==> config.mk <==
export PLATFORM = sky130hd
export DESIGN_NAME = sorted_min_queue_unit
export DESIGN_NICKNAME = d
export VERILOG_FILES = /design/src/design/smq_pkg.sv /design/src/design/smq_cell.sv /design/src/design/sorted_min_queue_unit.sv
export SDC_FILE = /design/constraint.sdc
export NUM_CORES = 2
export LEC_CHECK = 0
export BUFFER_PORTS_ARGS = -buffer_cell sky130_fd_sc_hd__buf_2
export CORE_AREA = 5 5 320 322
export CTS_CLUSTER_DIAMETER = 150
export DETAILED_ROUTE_END_ITERATION = 10
export DIE_AREA = 0 0 325 327
export GPL_TIMING_DRIVEN = 0
export SYNTH_ARGS = -nofsm -noshare
export SYNTH_HDL_FRONTEND = slang
export SYNTH_SLANG_ARGS = --single-unit
==> constraint.sdc <==
create_clock -name i_clk -period 11 [get_ports i_clk]
set_clock_uncertainty 0.1 [all_clocks]
set_input_delay 2.2 -clock i_clk [delete_from_list [all_inputs] [get_ports i_clk]]
set_output_delay 2.2 -clock i_clk [all_outputs]
set_load 0.005 [all_outputs]
==> src/design/smq_pkg.sv <==
// Package for the sorted minimum queue: beat structs, operation and status codes,
// and the control word shared by the cell chain. No dependencies.
package smq_pkg;

    localparam int DATA_W        = 32;
    localparam int MODE_W        = 2;
    localparam int STATUS_W      = 2;
    localparam int OUT_COUNT_W   = 5;
    localparam int DEPTH_DEFAULT = 16;

    // Operation codes carried in the mode field of an input beat.
    localparam logic [MODE_W-1:0] MODE_INSERT = 2'd0;
    localparam logic [MODE_W-1:0] MODE_POP    = 2'd1;
    localparam logic [MODE_W-1:0] MODE_CLEAR  = 2'd2;

    // Status codes carried in a result beat.
    localparam logic [STATUS_W-1:0] ST_OK    = 2'd0;
    localparam logic [STATUS_W-1:0] ST_FULL  = 2'd1;
    localparam logic [STATUS_W-1:0] ST_EMPTY = 2'd2;

    typedef struct packed {
        logic [MODE_W-1:0]        mode;
        logic signed [DATA_W-1:0] value;
    } t_in_beat;

    typedef struct packed {
        logic signed [DATA_W-1:0] min_value;
        logic [OUT_COUNT_W-1:0]   count;
        logic                     is_empty;
        logic [STATUS_W-1:0]      status;
    } t_out_beat;

    typedef enum logic [1:0] {
        CELL_HOLD,
        CELL_INSERT,
        CELL_POP
    } t_cell_op;

    // Broadcast to every cell in the chain.
    typedef struct packed {
        t_cell_op                 op;
        logic signed [DATA_W-1:0] value;
    } t_cell_ctl;

endpackage

==> src/design/smq_cell.sv <==
// One slot of the sorted chain: holds one value and compares it against the broadcast
// insert value. Depends on smq_pkg.
module smq_cell
    import smq_pkg::*;
(
    input  logic                     i_clk,
    input  t_cell_ctl                i_ctl,
    input  logic                     i_occupied,
    input  logic                     i_prev_lt,
    input  logic signed [DATA_W-1:0] i_prev_val,
    input  logic signed [DATA_W-1:0] i_next_val,
    output logic                     o_lt,
    output logic signed [DATA_W-1:0] o_val,
    output logic signed [DATA_W-1:0] o_next_val
);

    logic signed [DATA_W-1:0] r_val;
    logic signed [DATA_W-1:0] n_val;

    // Stored values are ascending, so the cells that are below the new value form
    // a prefix of the chain.
    assign o_lt = i_occupied && (r_val < i_ctl.value);

    always_comb begin
        n_val = r_val;
        case (i_ctl.op)
            CELL_INSERT: begin
                // Keep if smaller; the first cell past the prefix takes the new
                // value; every cell after it takes its left neighbor's value.
                if (o_lt) begin
                    n_val = r_val;
                end else if (i_prev_lt) begin
                    n_val = i_ctl.value;
                end else begin
                    n_val = i_prev_val;
                end
            end
            CELL_POP: begin
                n_val = i_next_val;
            end
            default: begin
                n_val = r_val;
            end
        endcase
    end

    always_ff @(posedge i_clk) begin
        r_val <= n_val;
    end

    assign o_val      = r_val;
    assign o_next_val = n_val;

endmodule

==> src/design/sorted_min_queue_unit.sv <==
// Top level of the sorted minimum queue: decodes input beats, drives the cell chain
// and registers the result beat. Depends on smq_pkg and smq_cell.
//
// A bounded min priority queue of signed 32-bit values, kept in ascending order in
// a chain of DEPTH cells. Each input beat inserts a value, pops the smallest one,
// or clears the store (mode 3 does nothing), and yields exactly one result beat
// giving the smallest value, the count (taken modulo 32), an empty flag and a
// status. An insert into a full store is dropped with status FULL; a pop on an
// empty store is ignored with status EMPTY; the smallest value reads as 0 when
// the store is empty. Throughput is one beat per clock unless the consumer stalls:
// every cell compares its value against the new one and all cells move together,
// so the whole update is one pass through a 32-bit compare and a three-way select
// per cell. The result is registered and appears on the output in the cycle after
// the input beat is taken. The input is taken whenever the output register is empty
// or its beat is being taken in the same cycle, so the block stalls only when the
// consumer stalls. Values are not cleared at reset or on clear; only the count is,
// and a cell at or beyond the count never reaches a result beat.
module sorted_min_queue_unit
    import smq_pkg::*;
#(
    parameter int DEPTH = DEPTH_DEFAULT
) (
    input  logic      i_clk,
    input  logic      i_rst_n,
    input  logic      i_in_valid,
    output logic      o_in_ready,
    input  t_in_beat  i_in,
    output logic      o_out_valid,
    input  logic      i_out_ready,
    output t_out_beat o_out
);

    localparam int CW = $clog2(DEPTH + 1);

    logic [CW-1:0] r_count;
    logic [CW-1:0] n_count;
    logic          r_out_valid;
    logic          n_out_valid;
    t_out_beat     r_out;
    t_out_beat     n_out;

    logic                accept;
    logic                full;
    logic                empty;
    logic [STATUS_W-1:0] status;
    t_cell_ctl           ctl;

    logic                     lt       [DEPTH];
    logic                     occupied [DEPTH];
    logic signed [DATA_W-1:0] val      [DEPTH];
    logic signed [DATA_W-1:0] next_val [DEPTH];

    // A new beat is taken when the output register is free or draining now.
    assign o_in_ready = !r_out_valid || i_out_ready;
    assign accept     = i_in_valid && o_in_ready;
    assign full       = (r_count == CW'(DEPTH));
    assign empty      = (r_count == '0);

    // Decode the operation into the cell control word and the new count.
    always_comb begin
        ctl.op    = CELL_HOLD;
        ctl.value = i_in.value;
        n_count   = r_count;
        status    = ST_OK;
        unique case (i_in.mode)
            MODE_INSERT: begin
                if (full) begin
                    status = ST_FULL;
                end else begin
                    ctl.op  = CELL_INSERT;
                    n_count = r_count + CW'(1);
                end
            end
            MODE_POP: begin
                if (empty) begin
                    status = ST_EMPTY;
                end else begin
                    ctl.op  = CELL_POP;
                    n_count = r_count - CW'(1);
                end
            end
            MODE_CLEAR: begin
                n_count = '0;
            end
            default: begin
                n_count = r_count;
            end
        endcase
        if (!accept) begin
            ctl.op  = CELL_HOLD;
            n_count = r_count;
        end
    end

    // The chain. The first cell sees a left neighbor that is always below the new
    // value, so it takes the new value whenever its own is not smaller.
    for (genvar g = 0; g < DEPTH; g++) begin : g_cell
        assign occupied[g] = (r_count > CW'(g));

        if (g == 0) begin : g_first
            smq_cell u_cell (
                .i_clk      (i_clk),
                .i_ctl      (ctl),
                .i_occupied (occupied[g]),
                .i_prev_lt  (1'b1),
                .i_prev_val ('0),
                .i_next_val (val[g+1]),
                .o_lt       (lt[g]),
                .o_val      (val[g]),
                .o_next_val (next_val[g])
            );
        end else if (g == DEPTH - 1) begin : g_last
            smq_cell u_cell (
                .i_clk      (i_clk),
                .i_ctl      (ctl),
                .i_occupied (occupied[g]),
                .i_prev_lt  (lt[g-1]),
                .i_prev_val (val[g-1]),
                .i_next_val (val[g]),
                .o_lt       (lt[g]),
                .o_val      (val[g]),
                .o_next_val (next_val[g])
            );
        end else begin : g_mid
            smq_cell u_cell (
                .i_clk      (i_clk),
                .i_ctl      (ctl),
                .i_occupied (occupied[g]),
                .i_prev_lt  (lt[g-1]),
                .i_prev_val (val[g-1]),
                .i_next_val (val[g+1]),
                .o_lt       (lt[g]),
                .o_val      (val[g]),
                .o_next_val (next_val[g])
            );
        end
    end

    // The result reflects the store after this beat's update.
    always_comb begin
        n_out_valid = r_out_valid && !i_out_ready;
        n_out       = r_out;
        if (accept) begin
            n_out_valid     = 1'b1;
            n_out.min_value = (n_count == '0) ? '0 : next_val[0];
            n_out.count     = OUT_COUNT_W'(n_count);
            n_out.is_empty  = (n_count == '0);
            n_out.status    = status;
        end
    end

    always_ff @(posedge i_clk) begin
        if (!i_rst_n) begin
            r_count     <= '0;
            r_out_valid <= 1'b0;
        end else begin
            r_count     <= n_count;
            r_out_valid <= n_out_valid;
        end
        r_out <= n_out;
    end

    assign o_out_valid = r_out_valid;
    assign o_out       = r_out;

    // The last cell's compare result and every lookahead but the first have no reader in the block.
    logic unused_tail;
    assign unused_tail = lt[DEPTH-1] ^ (|next_val[DEPTH-1]);

endmodule

==> results.md <==
- Dominant cell type by area after synthesis: edfxtp_1
- Chip height: 327 µm
- H-tree depth: 3
- Arr. time, crit path: roughly 7300 ps
- Cell row count: 116
- Post-synth top area share: 0.397
- Clock Tree Buf Depth: 3
- Post-DP HPWL: between 100000 and 150000 µm
- Routed vias: 31800
- Met1 track utilization from global routing: 0.309
- Worst VDD drop: roughly 90 µV
- Remaining DRCs: 0
- Multi-input logic area: between 20000 and 25000 µm²
- Post-route setup slack: roughly 3900 ps
- First-pass GRT wire length: approximately 190000 µm
- Sw Share: 0.277
- Reg2reg start: r_count[0]
- Flop-to-flop setup slack: 4690 ps
- Hold Path Sink: o_out_valid
- #FFs+latches synth: approximately 560
- All-Layer GR Usage: 0.230
- TritonRoute pass-1 iters: 6
- Yosys Warn Count: 0
- Maximum operating frequency: about 0.14 GHz
- Hold_ws: 425 ps
- Non-filler cells, final: 5301
- Die width: about 330 µm
- Clock sink count: roughly 560
- Root Buffer Master: clkbuf_16
- Mapped Nets: 4326
- Layout Utilization: 0.442
- Cell Pwr Density: around 120 nW/µm²
- Ratio of final minimum period to clock period: 0.648
- Worst Hold Class: flip-flop to flip-flop
- Most used cell, CP: clkbuf_1
- Hold_sp: o_out_valid
- Internal power: roughly 3.9 mW
- Die area: 106000 µm²
- Vias in the first global route: around 31000
- FILL cells: between 9000 and 10000
- Ys async rst share: 0
- P_sw: between 1 and 1.5 mW
- Max-slew violations: 0
- Register Area: 16400 µm²
- Total grt overflow: 0
- Final WL: approximately 130000 µm
- Post-Syn Instances: about 3800
- Area growth syn-to-layout: 11.5%
- Prevailing post-synth register cell: edfxtp_1
- TritonCTS clock tree: yes
- Met2 usage: 0.379
- Post-CTS Repair Setup Buffers: 0
- Starting density of the core: 0.396
- IO Pins: 80
- RSZ-0062 raised after global routing: false
- Placed Area: around 42000 µm²
- FF-to-FF End: g_cell[4].g_mid.u_cell.o_val[2]
- Actual slew at the worst max-slew pin: ~1400 ps
- Worst-path clk slew: around 60 ps
- Post-synth EDFFs: 520
- Worst Path Required: about 11000 ps
- Share of layout cells above drive strength 1: 0.0813
- Core Region: between 90000 and 100000 µm²
- Post-CTS sizing: 0
- Drt wl/cell: 24.0 µm
- Hold buffers post-CTS: 0
- R2R depth: 15
- Synthesized area: approximately 39000 µm²
- Grt peak-use layer: met2
- CP max-delay cell: nor2_4
- Final ANT Viol Nets: 0
- I/O Buffers: between 70 and 80
- Max FO, Critical Path: 39
- Setup TNS: 0 ps
- Largest net degree at the start of global routing: 40
- # setup viols final: 0
- Top cells by area, synth: edfxtp_1, ha_1, mux2i_1
- Setup CP Type: primary input to flip-flop
- Slew margin rel.: 0.0440
- Logic pwr share: 0.137
- Crit path capture type: flip-flop
- Final Hold Viols: 0
- Average size of a mapped cell: between 10 and 15 µm²
- Num CTS Buffers: 70
- Clock power share: 0.401
- Outcome: completed
- Netlist cell types: just under 80
- CP max stage delay: 900 ps
- Vias per Instance: approximately 6
- Worst-skew pair later-pin latency: around 630 ps
- Post-layout minimum cycle time: slightly above 7000 ps
- M3 GR Usage: 0.0271
- Overall power: 5.40 mW
- P_leak: between 15 and 20 nW
- Max-Cap Viols: 0
- CP cell instances: buf_2, nand2b_1, nand2_1, inv_2, buf_12, nand2_1, inv_1, ha_1, clkbuf_1, clkbuf_1, clkbuf_1, nor2_1, clkbuf_2, nor2_4
- Nets: around 4500
- Initial antenna violation count: 4
- Placed cell count: 5174
- Worst Hold Depth: 2
- Share of power burned in registers: 0.461
- Sequential fraction of the synthesis area: 0.416
- Startpoint class of the critical path: primary input
- 1st-iter DRT viols: around 3000
- Placement Setup Slack: 3180 ps
- Global placer's final weighted congestion: between 0.9 and 1
- Design area: roughly 44000 µm²
worst max-delay path by stage:
stage | endpoint | slack (ps) | start | depth (start not counted)
global route | g_cell[1].g_mid.u_cell.o_val[7] | 3830 | i_out_ready | 14
finish | g_cell[4].g_mid.u_cell.o_val[2] | 3870 | i_out_ready | 14
CTS | g_cell[4].g_mid.u_cell.o_val[3] | 3840 | i_out_ready | 14
floorplan | g_cell[15].g_last.u_cell.o_val[0] | 4050 | i_out_ready | 8
detailed placement | g_cell[4].g_mid.u_cell.o_val[2] | 3180 | i_out_ready | 14
global placement | g_cell[6].g_mid.u_cell.o_val[4] | 940 | i_out_ready | 13
power by group through the flow:
| stage | Clock, mW | Sequential [mW] | Combinational [mW] |
|---|---|---|---|
| detailed placement | 0 | 2.53 | 0.730 |
| finish | 2.17 | 2.49 | 0.740 |
| CTS | 2.20 | 2.49 | 0.732 |
| global placement | 0 | 2.54 | 0.692 |
| floorplan | 0 | 2.51 | 0.475 |
| global route | 2.28 | 2.50 | 0.820 |
placed cells by master (no fill, tap or decap), types with 32 or more instances in the layout:
cell / netlist / final
a22oi_1: 32 / 32
clkbuf_16: 0 / 72
buf_2: 34 / 112
o21ai_0: 442 / 442
a2bb2oi_1: 63 / 63
nand3_1: 48 / 48
a41oi_1: 32 / 32
clkbuf_1: 172 / 192
nor3_1: 52 / 52
a21oi_1: 172 / 162
o22ai_1: 37 / 37
nand2_1: 451 / 451
mux2i_1: 390 / 389
dfxtp_1: 38 / 38
a221oi_1: 33 / 33
o21ai_1: 68 / 68
edfxtp_1: 520 / 520
nor2_1: 114 / 111
ha_1: 503 / 503
nand4_1: 77 / 77
mux2_2: 35 / 35
o41ai_1: 35 / 35
inv_1: 52 / 51
a21o_1: 99 / 99
sequential cells by signal, summed over array words and instances (netlist names):
| signal | count |
|---|---|
| g_cell.g_mid.u_cell.o_val | 448 |
| o_out | 40 |
| g_cell.g_first.u_cell.o_val | 32 |
| g_cell.g_last.u_cell.o_val | 32 |
| r_count | 5 |
| o_out_valid | 1 |
kinds of logic (layout without fill, tap and decap cells):
| group | after synthesis | count (layout) | share of synthesized area |
|---|---|---|---|
| and+or+nand+nor | 847 | 847 | 0.0973 |
| buffers and inverters | 300 | 515 | 0.0342 |
| other | 0 | 3 | 0 |
| xor gates and xnor gates | 1 | 1 | 0.000223 |
| AOI/OAI and AO/OA | 1150 | 1150 | 0.183 |
| DFF | 558 | 558 | 0.416 |
| adders and majority gates | 503 | 503 | 0.160 |
| muxes | 426 | 426 | 0.110 |
cell usage after synthesis (14+ instances only):
cell type and n:
o211ai_1 16, a21oi_1 172, nand2_1 451, nor2b_1 18, mux2_2 35, mux2i_1 390
o41ai_1 35, buf_4 29, nand2b_1 24, nor2_1 114, clkbuf_1 172, dfxtp_1 38
a22oi_1 32, inv_1 52, o21ai_1 68, a211oi_1 20, o22ai_1 37, a2bb2oi_1 63
buf_2 34, ha_1 503, a41oi_1 32, o21ai_0 442, a221oi_1 33, nand4_1 77
a2111oi_0 15, nor3_1 52, o21a_1 20, edfxtp_1 520, nand3_1 48, a31oi_1 14
a21o_1 99
layer usage:
layer	share of wire	wire length, µm
met1	0.44	56500
met2	0.46	58000
met3	0.055	7060
met4	0.046	5860
met5	0	0
critical path: cells and delay by family:
kind                     cells  cell delay, ps
buffers and inverters        8            2980
AND/OR/NAND/NOR              5            1780
adder cells (fa/ha/maj)      1             240
layout make-up:
cell class / count / area share
Sequential cell: 558 / 0.373
Clock buffer: 96 / 0.0438
Timing Repair Buffer: 91 / 0.0147
Buffer: 246 / 0.0261
Inverter: 54 / 0.00462
Clock inverter: 28 / 0.00339
Multi-Input combinational cell: 2927 / 0.497
Tap cell: 1298 / 0.0370
Antenna cell: 3 / 0.000171
(Power assumes the default switching activity.)
